## src/hw/rtl/fpf_pkg.sv

```systemverilog
// Package for the fractional peak finder: field widths, the ranked peak entry
// type and the frame flush header passed from the core to the output drain.
// No dependencies.
package fpf_pkg;

	localparam int SAMPLE_W = 24;   // Q4.20 sample
	localparam int FRAC_W   = 9;    // unsigned Q1.8 fraction
	localparam int IDX_W    = 11;   // sample index within a frame
	localparam int RANK_W   = 3;    // rank of a reported peak
	localparam int CNT_W    = 4;    // peak count carried to the drain
	localparam int PROD_W   = SAMPLE_W + FRAC_W + 1;

	localparam logic [FRAC_W-1:0] FRAC_RESET = FRAC_W'(128);

	typedef logic signed [SAMPLE_W-1:0] sample_t;

	typedef struct packed {
		logic             found;
		logic [IDX_W-1:0] idx;
		sample_t          val;
	} peak_t;

	typedef struct packed {
		logic             load;   // frame ended, list is valid this cycle
		logic [CNT_W-1:0] cnt;    // number of ranked entries
	} flush_t;

endpackage

```

## src/hw/rtl/fractional_peak_finder_top_n_core.sv

```systemverilog
// Top level of the fractional-threshold peak finder with ranked top-N list.
// Instantiates fpf_core and fpf_drain; uses fpf_pkg.
//
//  channel  | valid / stall              | payload
//  ---------+----------------------------+-------------------------------------------
//  sample   | sample_valid / sample_stall| sample, frame_end
//  peak     | peak_valid / peak_stall    | found, rank, peak_index, peak_value, final_item
//  config   | cfg_wr_en (no stall)       | cfg_wr_data -> peak_fraction
//
// One sample beat per cycle is taken while sample_stall is low. A beat is held
// in the input register, where the level update, threshold multiply and sorted
// insert are done in a single pass into the state registers.
// At frame end the list is copied to the drain, which issues up to TOP_N
// result beats (one not-found beat if empty), one a cycle while peak_stall is
// low, via the output register, once the last sample beat has passed the
// input register. sample_stall rises only when a frame-end beat meets a drain
// still holding the previous frame's list; peak_stall holds the output register.
// arst_n clears control state but not data regs; peak_fraction resets to one half (128).
module fractional_peak_finder_top_n_core #(
	parameter int TOP_N     = 2,
	parameter int FRAME_LEN = 2048
) (
	input  logic                          clk,
	input  logic                          arst_n,
	input  logic                          cfg_wr_en,
	input  logic [fpf_pkg::FRAC_W-1:0]    cfg_wr_data,
	input  logic                          sample_valid,
	output logic                          sample_stall,
	input  fpf_pkg::sample_t              sample,
	input  logic                          frame_end,
	output logic                          peak_valid,
	input  logic                          peak_stall,
	output logic                          found,
	output logic [fpf_pkg::RANK_W-1:0]    rank,
	output logic [fpf_pkg::IDX_W-1:0]     peak_index,
	output fpf_pkg::sample_t              peak_value,
	output logic                          final_item
);
	import fpf_pkg::*;

	logic [FRAC_W-1:0] frac_q;

	// input register
	logic    valid_s1;
	sample_t sample_s1;
	logic    frame_end_s1;

	logic   take;
	logic   drain_free;
	flush_t flush;
	peak_t  list [TOP_N];
	peak_t  out_peak;

	assign sample_stall = valid_s1 && !take;

	always_ff @(posedge clk or negedge arst_n) begin
		if (!arst_n) begin
			frac_q   <= FRAC_RESET;
			valid_s1 <= 1'b0;
		end else begin
			if (cfg_wr_en)
				frac_q <= cfg_wr_data;
			if (!sample_stall)
				valid_s1 <= sample_valid;
		end
	end

	always_ff @(posedge clk) begin
		if (!sample_stall && sample_valid) begin
			sample_s1    <= sample;
			frame_end_s1 <= frame_end;
		end
	end

	fpf_core #(
		.TOP_N     (TOP_N),
		.FRAME_LEN (FRAME_LEN)
	) u_core (
		.clk         (clk),
		.arst_n      (arst_n),
		.frac        (frac_q),
		.item_valid  (valid_s1),
		.item_sample (sample_s1),
		.item_last   (frame_end_s1),
		.drain_free  (drain_free),
		.take        (take),
		.flush       (flush),
		.list        (list)
	);

	fpf_drain #(
		.TOP_N (TOP_N)
	) u_drain (
		.clk        (clk),
		.arst_n     (arst_n),
		.flush      (flush),
		.list       (list),
		.drain_free (drain_free),
		.out_stall  (peak_stall),
		.out_valid  (peak_valid),
		.out_peak   (out_peak),
		.out_rank   (rank),
		.out_final  (final_item)
	);

	assign found      = out_peak.found;
	assign peak_index = out_peak.idx;
	assign peak_value = out_peak.val;

endmodule

```

## src/hw/rtl/fpf_core.sv

```systemverilog
// Peak tracking core: running maximum, baseline, thresholds and the ranked
// insert. Uses fpf_pkg.
module fpf_core #(
	parameter int TOP_N     = 2,
	parameter int FRAME_LEN = 2048
) (
	input  logic                          clk,
	input  logic                          arst_n,
	input  logic [fpf_pkg::FRAC_W-1:0]    frac,
	input  logic                          item_valid,
	input  fpf_pkg::sample_t              item_sample,
	input  logic                          item_last,
	input  logic                          drain_free,
	output logic                          take,
	output fpf_pkg::flush_t               flush,
	output fpf_pkg::peak_t                list [TOP_N]
);
	import fpf_pkg::*;

	localparam int CW        = $clog2(TOP_N + 1);
	localparam int IDX_LIM   = (1 << IDX_W) - 1;
	localparam int IDX_MAX_I = (FRAME_LEN - 1 < IDX_LIM) ? FRAME_LEN - 1 : IDX_LIM;
	localparam logic [IDX_W-1:0] IDX_MAX = IDX_W'(IDX_MAX_I);
	localparam sample_t S_MAX = {1'b0, {(SAMPLE_W-1){1'b1}}};
	localparam sample_t S_MIN = {1'b1, {(SAMPLE_W-1){1'b0}}};

	logic [IDX_W-1:0] count_q, count_d;
	sample_t          run_max_q, run_max_d;
	sample_t          left_q, left_d;
	sample_t          thr_q, thr_d;
	logic [IDX_W-1:0] cand_q, cand_d;
	logic             in_peak_q, in_peak_d;
	logic [IDX_W-1:0] rk_idx_q [TOP_N];
	sample_t          rk_val_q [TOP_N];
	logic [CW-1:0]    rk_cnt_q;

	logic [IDX_W-1:0] rk_idx_d [TOP_N];
	sample_t          rk_val_d [TOP_N];
	logic [CW-1:0]    rk_cnt_d;

	logic signed [PROD_W-1:0] prod, left_x256;
	logic signed [PROD_W:0]   rnd;
	sample_t                  thr_sat;
	sample_t                  clamped;
	logic                     do_insert;
	logic                     full, drop;
	logic [CW-1:0]            c_eff;
	logic [TOP_N:0]           bx;    // bx[j+1]: new peak goes at or before slot j

	assign take = item_valid && !(item_last && !drain_free);

	// threshold arithmetic
	assign prod      = $signed({1'b0, frac}) * item_sample;
	assign left_x256 = {{(PROD_W-SAMPLE_W-8){left_q[SAMPLE_W-1]}}, left_q, 8'b0};
	assign rnd       = {prod[PROD_W-1], prod} + (PROD_W+1)'(255);   // ceil(p/256)
	always_comb begin
		if (rnd[PROD_W:SAMPLE_W+7] == '0 || rnd[PROD_W:SAMPLE_W+7] == '1)
			thr_sat = rnd[SAMPLE_W+7:8];
		else
			thr_sat = rnd[PROD_W] ? S_MIN : S_MAX;
	end
	assign clamped = item_sample[SAMPLE_W-1] ? '0 : item_sample;

	// per-sample level update
	always_comb begin
		run_max_d = run_max_q;
		left_d    = left_q;
		thr_d     = thr_q;
		cand_d    = cand_q;
		in_peak_d = in_peak_q;
		do_insert = 1'b0;
		if (count_q == '0) begin
			run_max_d = item_sample;
			left_d    = item_sample;
			thr_d     = '0;
			cand_d    = '0;
			in_peak_d = 1'b0;
		end else if (item_sample > run_max_q) begin
			run_max_d = item_sample;
			if (prod > left_x256) begin
				cand_d    = count_q;
				in_peak_d = 1'b1;
				thr_d     = thr_sat;
			end
		end else if (in_peak_q && item_sample < thr_q) begin
			do_insert = 1'b1;
			in_peak_d = 1'b0;
			run_max_d = clamped;
			left_d    = clamped;
		end else if (!in_peak_q && item_sample < left_q) begin
			run_max_d = clamped;
			left_d    = clamped;
		end
		count_d = (count_q < IDX_MAX) ? count_q + IDX_W'(1) : IDX_MAX;
	end

	// sorted insert of the closing peak (value = running maximum)
	assign full  = rk_cnt_q == CW'(TOP_N);
	assign drop  = full && (rk_val_q[TOP_N-1] > run_max_q);
	assign c_eff = full ? CW'(TOP_N - 1) : rk_cnt_q;

	always_comb begin
		bx[0] = 1'b0;
		for (int j = 0; j < TOP_N; j++)
			bx[j+1] = (CW'(j) >= c_eff) || (rk_val_q[j] < run_max_q);
	end

	always_comb begin
		for (int j = 0; j < TOP_N; j++) begin
			rk_idx_d[j] = rk_idx_q[j];
			rk_val_d[j] = rk_val_q[j];
		end
		rk_cnt_d = rk_cnt_q;
		if (do_insert && !drop) begin
			rk_cnt_d = c_eff + CW'(1);
			if (bx[1]) begin
				rk_idx_d[0] = cand_q;
				rk_val_d[0] = run_max_q;
			end
			for (int j = 1; j < TOP_N; j++) begin
				if (bx[j+1]) begin
					if (bx[j]) begin
						rk_idx_d[j] = rk_idx_q[j-1];
						rk_val_d[j] = rk_val_q[j-1];
					end else begin
						rk_idx_d[j] = cand_q;
						rk_val_d[j] = run_max_q;
					end
				end
			end
		end
	end

	// list as it stands after this sample, for the drain
	always_comb begin
		for (int j = 0; j < TOP_N; j++)
			list[j] = '{found: 1'b1, idx: rk_idx_d[j], val: rk_val_d[j]};
	end
	assign flush.load = take && item_last;
	assign flush.cnt  = CNT_W'(rk_cnt_d);

	always_ff @(posedge clk or negedge arst_n) begin
		if (!arst_n) begin
			count_q   <= '0;
			run_max_q <= '0;
			left_q    <= '0;
			thr_q     <= '0;
			cand_q    <= '0;
			in_peak_q <= 1'b0;
			rk_cnt_q  <= '0;
		end else if (take) begin
			if (item_last) begin
				count_q   <= '0;
				run_max_q <= '0;
				left_q    <= '0;
				thr_q     <= '0;
				cand_q    <= '0;
				in_peak_q <= 1'b0;
				rk_cnt_q  <= '0;
			end else begin
				count_q   <= count_d;
				run_max_q <= run_max_d;
				left_q    <= left_d;
				thr_q     <= thr_d;
				cand_q    <= cand_d;
				in_peak_q <= in_peak_d;
				rk_cnt_q  <= rk_cnt_d;
			end
		end
	end

	// list entries: only slots below the count are ever read
	always_ff @(posedge clk) begin
		if (take) begin
			for (int j = 0; j < TOP_N; j++) begin
				rk_idx_q[j] <= rk_idx_d[j];
				rk_val_q[j] <= rk_val_d[j];
			end
		end
	end

endmodule

```

## src/hw/rtl/fpf_drain.sv

```systemverilog
// Output drain: holds a frame's ranked list and issues one result beat per
// cycle while out_stall is low, through the output register. Uses fpf_pkg.
module fpf_drain #(
	parameter int TOP_N = 2
) (
	input  logic                         clk,
	input  logic                         arst_n,
	input  fpf_pkg::flush_t              flush,
	input  fpf_pkg::peak_t               list [TOP_N],
	output logic                         drain_free,
	input  logic                         out_stall,
	output logic                         out_valid,
	output fpf_pkg::peak_t               out_peak,
	output logic [fpf_pkg::RANK_W-1:0]   out_rank,
	output logic                         out_final
);
	import fpf_pkg::*;

	localparam int CW = $clog2(TOP_N + 1);

	peak_t             pend_q [TOP_N];
	logic [CW-1:0]     pend_cnt_q;
	logic [RANK_W-1:0] rank_q;
	logic              out_valid_q;
	peak_t             out_peak_q;
	logic [RANK_W-1:0] out_rank_q;
	logic              out_final_q;
	logic              pop;

	assign drain_free = pend_cnt_q == '0;
	assign pop        = !drain_free && (!out_valid_q || !out_stall);

	always_ff @(posedge clk or negedge arst_n) begin
		if (!arst_n) begin
			pend_cnt_q  <= '0;
			rank_q      <= '0;
			out_valid_q <= 1'b0;
		end else begin
			if (flush.load) begin
				// empty list still reports one not-found beat
				pend_cnt_q <= (flush.cnt == '0) ? CW'(1) : CW'(flush.cnt);
				rank_q     <= '0;
			end else if (pop) begin
				pend_cnt_q <= pend_cnt_q - CW'(1);
				rank_q     <= rank_q + RANK_W'(1);
			end
			if (pop)
				out_valid_q <= 1'b1;
			else if (!out_stall)
				out_valid_q <= 1'b0;
		end
	end

	always_ff @(posedge clk) begin
		if (flush.load) begin
			for (int j = 0; j < TOP_N; j++) begin
				if (j == 0 && flush.cnt == '0)
					pend_q[j] <= '0;
				else
					pend_q[j] <= list[j];
			end
		end else if (pop) begin
			for (int j = 0; j < TOP_N - 1; j++)
				pend_q[j] <= pend_q[j+1];
		end
		if (pop) begin
			out_peak_q  <= pend_q[0];
			out_rank_q  <= rank_q;
			out_final_q <= pend_cnt_q == CW'(1);
		end
	end

	assign out_valid = out_valid_q;
	assign out_peak  = out_peak_q;
	assign out_rank  = out_rank_q;
	assign out_final = out_final_q;

endmodule
```

## config.mk

```make
export PLATFORM = sky130hd
export DESIGN_NAME = fractional_peak_finder_top_n_core
export DESIGN_NICKNAME = d
export VERILOG_FILES = /design/src/hw/rtl/fpf_pkg.sv /design/src/hw/rtl/fractional_peak_finder_top_n_core.sv /design/src/hw/rtl/fpf_core.sv /design/src/hw/rtl/fpf_drain.sv
export SDC_FILE = /design/constraint.sdc
export NUM_CORES = 1
export LEC_CHECK = 0
export BUFFER_PORTS_ARGS = -buffer_cell sky130_fd_sc_hd__clkbuf_2
export CAP_MARGIN = 20
export CORE_MARGIN = 5
export CORE_UTILIZATION = 35
export CTS_CLUSTER_DIAMETER = 80
export DETAILED_ROUTE_END_ITERATION = 10
export HOLD_SLACK_MARGIN = 0.06
export PLACE_DENSITY = 0.58
export SYNTH_ARGS = -nofsm -noshare
export SYNTH_HDL_FRONTEND = slang
export SYNTH_SLANG_ARGS = --single-unit
export TNS_END_PERCENT = 50
```

## constraint.sdc

```tcl
create_clock -name clk -period 8.2 [get_ports clk]
set_clock_uncertainty 0.2 [all_clocks]
set_input_delay 0.41 -clock clk [delete_from_list [all_inputs] [get_ports clk]]
set_output_delay 0.41 -clock clk [all_outputs]
set_load 0.05 [all_outputs]
```

# [Word-level counts from Yosys, hierarchy flattened]
# Memories as Yosys holds them, arrays and structs flattened. A register that Yosys moved wholly into a read port is not among the register bits.
# Index checks and enable logic that the tools add are counted.
[totals] elab_cells=141 mem_count=3 ram_bits=142 inputBits=39 reg_bits=142 out_inout_bits=42
[memory_table] name="u_drain.pend_q" depth=2 width=36 rd=2 rd_clocked_by_memory_dff=1 write_ports=2 line_no="fpf_drain.sv:21" source="peak_t pend_q [TOP_N];"
[memory_table] name="u_core.rk_val_q" depth=2 width=24 rd=2 rd_clocked_by_memory_dff=0 write_ports=2 line_no="fpf_core.sv:34" source="sample_t rk_val_q [TOP_N];"
[memory_table] name="u_core.rk_idx_q" depth=2 width=11 rd=2 rd_clocked_by_memory_dff=0 write_ports=2 line_no="fpf_core.sv:33" source="logic [IDX_W-1:0] rk_idx_q [TOP_N];"
[op_classes] n_mux=62 n_mul=1 n_eq_ne=6 n_addsub=5 n_reduce_logical=36 n_lt_le_gt_ge=10 bitwise=2
[op_table] operator="2-to-1 mux 24 bit" n=17
[op_table] operator="2-to-1 mux 11 bit" n=9
[op_table] operator="less-than comparator 24 bit" n=4
[op_table] operator="2-to-1 mux 36 bit" n=2
[op_table] operator="greater-than comparator 24 bit" n=2
[op_table] operator="2-to-1 mux 48 bit" n=1
[op_table] operator="adder 34 x 9 -> 35 bit, second input constant" n=1
[op_table] operator="greater-than comparator 34 x 32 -> 1 bit" n=1
[op_table] operator="multiplier 10 x 24 -> 34 bit" n=1
[op_table] operator="2-to-1 mux 1 bit" n=23
[op_table] operator="2-to-1 mux 23 bit" n=1
[op_table] operator="2-to-1 mux 22 bit" n=1
[op_table] operator="2-to-1 mux 2 bit" n=6
[op_table] operator="adder 11 x 1 -> 11 bit, second input constant" n=1
[op_table] operator="logical NOT 11 bit" n=1
[op_table] operator="less-than comparator 11 bit, second input constant" n=1
[op_table] operator="logical AND 1 bit" n=10
[op_table] operator="AND reduction 3 bit" n=3
[op_table] operator="logical NOT 1 bit" n=8
[op_table] operator="logical NOT 4 bit" n=2
[op_table] operator="nonzero test 4 bit" n=2
[op_table] operator="2-to-1 mux 3 bit" n=2
[op_table] operator="nonzero test 3 bit" n=2
[op_table] operator="nonzero test 5 bit" n=1
[op_table] operator="15 further kinds" n=20

# [Logic depth before layout (Yosys ltp)]
[depth] depth_word=13 mapped_depth=35

# [Modules after synthesis]
# Synthesis repeated with hierarchy kept, for this count alone.
[unflattened] hier_cells=2317 hier_area_um2=25160.4
[by_module_without_submodules] module="fpf_core" area_each_um2=19812.8 cells_per_inst=2079 instances=1
[by_module_without_submodules] module="fpf_drain" area_each_um2=4176.5 cells_per_inst=189 instances=1
[by_module_without_submodules] module="fractional_peak_finder_top_n_core" area_each_um2=1171.1 cells_per_inst=49 instances=1

# [Worst setup path after synthesis]
# No wires, ideal clock.
[synth_path] path_type="register -> register" from="register frac_q[3]" to="register u_core.thr_q[1]" n_path_buf=3 t_arrival_ns=8.261 synth_period_minus_slack_ns=8.587 stages_incl_launch_ff=34 setup_ns=0.126 required_time_ns=7.874 slack_ns=-0.387 cell_sequence="dfrtp_1 clkbuf_1 nand2_1 fa_1 inv_1 fa_1 inv_1 fa_1 inv_1 fa_1 inv_1 fa_1 inv_1 ha_1 buf_2 a211oi_1 o21bai_1 a22oi_1 nand3_1 a211o_1 a31o_2 a221oi_1 xnor2_1 ha_1 nand4_1 or4_1 or4_1 o32ai_1 mux2i_1 nand4_1 a21oi_1 o21bai_2 buf_2 a221o_1"
[synth_via] elab_chain_cells=9
[synth_lines] element="start: declaration" line_no="fractional_peak_finder_top_n_core.sv:41" source="logic [FRAC_W-1:0] frac_q;"
[synth_lines] element="start signal: assignment" line_no="fractional_peak_finder_top_n_core.sv:62" source="frac_q <= cfg_wr_data;"
[synth_lines] element="multiplier 10 x 24 -> 34 bit (*)" line_no="fpf_core.sv:53" source="assign prod = $signed({1'b0, frac}) * item_sample;"
[synth_lines] element="adder 34 x 9 -> 35 bit" line_no="fpf_core.sv:55" source="assign rnd = {prod[PROD_W-1], prod} + (PROD_W+1)'(255);"
[synth_lines] element="equality test 4 bit / logical NOT 4 bit (equally long branches)" line_no="fpf_core.sv:57" source="if (rnd[PROD_W:SAMPLE_W+7] == '0 || rnd[PROD_W:SAMPLE_W+7] == '1)"
[synth_lines] element="logical OR 1 bit" line_no="fpf_core.sv:57"
[synth_lines] element="2-to-1 mux 24 bit" line_no="fpf_core.sv:57"
[synth_lines] element="2-to-1 mux 24 bit" line_no="fpf_core.sv:80" source="if (prod > left_x256) begin"
[synth_lines] element="2-to-1 mux 24 bit" line_no="fpf_core.sv:78" source="end else if (item_sample > run_max_q) begin"
[synth_lines] element="2-to-1 mux 24 bit" line_no="fpf_core.sv:72" source="if (count_q == '0) begin"
[synth_lines] element="2-to-1 mux 24 bit" line_no="fpf_core.sv:152" source="if (item_last) begin"
[synth_lines] element="end signal: assignment" line_no="fpf_core.sv:164" source="thr_q <= thr_d;"
[synth_lines] element="end: declaration" line_no="fpf_core.sv:30" source="sample_t thr_q, thr_d;"
# Every way passes the cells marked *; elsewhere a longest branch is shown, timed or not. The select of a mux whose other input is x is not followed.
# A chain may end at the register's enable or synchronous reset.

# [Worst setup path after layout]
[layout_path] from="register frac_q[1]" to="register u_core.thr_q[19]"
# The elaborated chain is that of the path after synthesis.

==> results by group <==
Detailed routing
  – Via count: ~18000
  – Post-route DRC: 0
  – Routed vias/inst: just over 5
  – TritonRoute pass-1 iters: 8
  – Detailed Route WL: 66400 microns
  – Starting DRT DRC Count: around 1200
  – WL/cell: 18.7 microns
  – Remaining antenna violation count: 0

Synthesis
  – Largest family of logic cells by synthesized area: adder cells
  – Post-synthesis mux area share: 2.79%
  – Synth Area in Simple Gates: about an eighth
  – Synth Area per Inst: 10.7 sq um
  – Warnings, synthesis: 0
  – Adder-cell share of the synthesized area: a little over a quarter
  – Sequential share of the synthesized area: 37.1%
  – Top FF cell, synth: edfxtp_1
  – Yosys reg bits: 319
  – Syn_nets: between 2000 and 3000
  – Syn Std Cell Area: 0.0243 sq mm
  – Post-synth ARST share: between 30% and 40%
  – Post-synthesis compound-gate area fraction: 14.0%
  – Synthesized instance count: 2263
  – Number of synthesized flops with an enable pin: around 210
  – Post-Synth XOR/XNOR Area: 1.98%
  – Synth unique cells: 82

Place
  – Inst Count DP: 3389
  – Post-Place Worst Slack: -0.571 ns
  – I/O Buffers: 80
  – DP Wirelength: between 40000 and 50000 microns
  – DP Area: ~0.027 sq mm
  – GPL Wtd Cong: 0.895

Global routing
  – Gr ovfl total: 0
  – Largest net degree at the start of global routing: 84
  – Vias in the first global route: just under 20000
  – First-pass GRT wire length: 105000 microns
  – Antenna violations before repair: 2
  – GR Util All Layers: approximately 17%

Critical path
  – Worst Path Arrival: 8.50 ns
  – Crit Path Max Fanout: 10
  – Critical path type: flop to flop
  – CP max-delay cell: fa_1
  – Slowest stage delay, CP: 0.56 ns
  – CP top delay family: adder cells
  – Crit. End Element: flop
  – Startpoint Class: flop
  – Most common cell on crit path: fa_1
  – Buf/Inv on CP: 6
  – CP required: 8.42 ns

STA
  – Setup violations, final: 22
  – Fin crit share: 101%
  – Setup ws final: -0.0777 ns
  – Setup_tns: -1.35 ns
  – Max frequency: 121 MHz
  – Post-layout min period: 8.28 ns
  – Unrepaired setup endpoints after global routing: yes
  – Worst Tran Pin Value: 1.16 ns
  – Worst slew margin: between 20% and 30%
  – Pins Over Slew Limit: 0
  – Final-report hold violation count: 0

Clock tree
  – Clock latency on the worst-skew pair: between 0.5 and 0.6 ns
  – Worst-path clk slew: 0.06 ns
  – CTS tree: done
  – H-tree Lvls: 2
  – Clock Tree Buf Depth: 3
  – Total CTS buffers: 37
  – Clk sinks: 319
  – Root Buffer: clkbuf_16

Layout
  – Area Growth Syn to Fin: 24.4%
  – Final net count: a little over 3000
  – Layout fillers: between 6000 and 7000
  – Most frequent cells in the layout: inv_1, buf_4, edfxtp_1
  – Area of the multi-input gates: 0.0145 sq mm
  – Layout cells sized above 1: between 20% and 30%
  – Finished Layout Cells: 3558
  – Fin area: a little over 0.03 sq mm
  – Most common cell after layout, fill and taps aside: inv_1
  – Sequential cell area: approximately 0.009 sq mm

Floorplanning
  – IO Pins: between 80 and 90
  – Core Area: ~0.069 sq mm
  – Die height: roughly 270 microns
  – Initial Utilization: a little over a third
  – Die span in x: around 270 microns
  – FP Rows: 96
  – Die area: between 0.07 and 0.08 sq mm

Hold path
  – Worst hold path class: input pin to flop

Job
  – Max_cap viols: 0

Run status
  – Status: complete, but fails checks
  – Failing checks: setup timing
cell usage after synthesis (9+ instances only):
cell / number / area (sq um)
a21o_1: 49 / 368
a21oi_1: 97 / 485
a221o_1: 25 / 250
a22o_1: 55 / 482
a31oi_1: 9 / 56.3
a32o_1: 35 / 350
and2_1: 128 / 801
and3_1: 16 / 100
buf_2: 10 / 50.1
clkbuf_1: 90 / 338
dfrtp_1: 112 / 2800
edfxtp_1: 206 / 6190
fa_1: 178 / 3560
ha_1: 224 / 2800
inv_1: 287 / 1080
mux2_2: 46 / 518
mux2i_1: 16 / 160
nand2_1: 204 / 766
nand2b_1: 15 / 93.8
nand3_1: 20 / 100
nand4_1: 35 / 219
nor2_1: 73 / 274
nor2b_1: 16 / 100
nor3_1: 18 / 90.1
nor4_1: 9 / 56.3
o211ai_1: 10 / 75.1
o21ai_0: 102 / 510
xnor2_1: 38 / 333
xor2_1: 15 / 131
final timing paths:
check / start / endpoint / slack, ns / cells past startpoint
max: frac_q[1] / u_core.thr_q[19] / -0.08 / 31
max in group asynchronous: arst_n / frac_q[8] / 6.10 / 3
min: cfg_wr_en / frac_q[8] / 0.17 / 2
min reg2reg: u_drain.pend_q[0][34] / u_drain.out_peak[34] / 0.22 / 0
max reg2reg: frac_q[1] / u_core.thr_q[19] / -0.08 / 31
min in group asynchronous: arst_n / u_core.run_max_q[12] / 0.26 / 2
worst register-to-register path, delay by kind of cell (launching register included):
kind	cells	cell delay [ns]
buf+inv	6	0.65
xor+xnor	1	0.13
mux	1	0.14
fa+ha+maj	7	3.16
simple gates	8	1.59
compound gates	8	1.83
flops	1	0.43
cell families after synthesis:
family	after synthesis
XOR/XNOR	54
multiplexers	62
flip-flops	319
AO/OA/AOI/OAI	471
buffers and inverters	394
adder cells (fa/ha/maj)	402
AND/OR/NAND/NOR	561
layout make-up:
class	count	area share (%)
tap	931	3.85
clock buffer	45	3.27
antenna	1	0.00828
clock inverter	23	0.981
timing repair buffer	401	10.5
inverter	287	3.56
sequential	319	29.8
multi-input combinational	1551	48.0
metrics by stage:
| stage | hold WS, ns | util (%) |
|---|---|---|
| global placement | 0.200 | 39.7 |
| finish | 0.172 | 44.0 |
| global route | 0.162 | 44.0 |
| floorplan | -0.0856 | - |
| CTS | 0.144 | 42.8 |
| detailed placement | 0.205 | 39.7 |
state kept, by name, indices dropped and copies added, names as in the netlist, 2 cells and up:
name,cells
frac_q,9
sample_s1,24
u_core.cand_q,11
u_core.count_q,11
u_core.left_q,24
u_core.rk_cnt_q,2
u_core.rk_idx_q,22
u_core.rk_val_q,48
u_core.run_max_q,24
u_core.thr_q,24
u_drain.out_peak,36
u_drain.out_rank,3
u_drain.pend_cnt_q,2
u_drain.pend_q,71
u_drain.rank_q,3
routing by layer:
metal  global-route usage, %  wire (microns)
met4                    4.92            2040
met3                    2.68            3930
met1                    23.8           29300
met5                       0               0
met2                    28.9           31200
repair_timing:
| item | CTS | global route |
|---|---|---|
| hold endpoints to repair | 85 | 0 |
| gates cloned | 1 | 4 |
| buffers inserted | 34 | 24 |
| pin swaps | 35 | 66 |
| hold buffers | 37 | 0 |
| resized for setup | 46 | 117 |
| endpoints found under the setup margin | 36 | 36 |
Power is not shown: default switching activity piles up to over one toggle a cycle in this logic, so the estimate is an artifact.
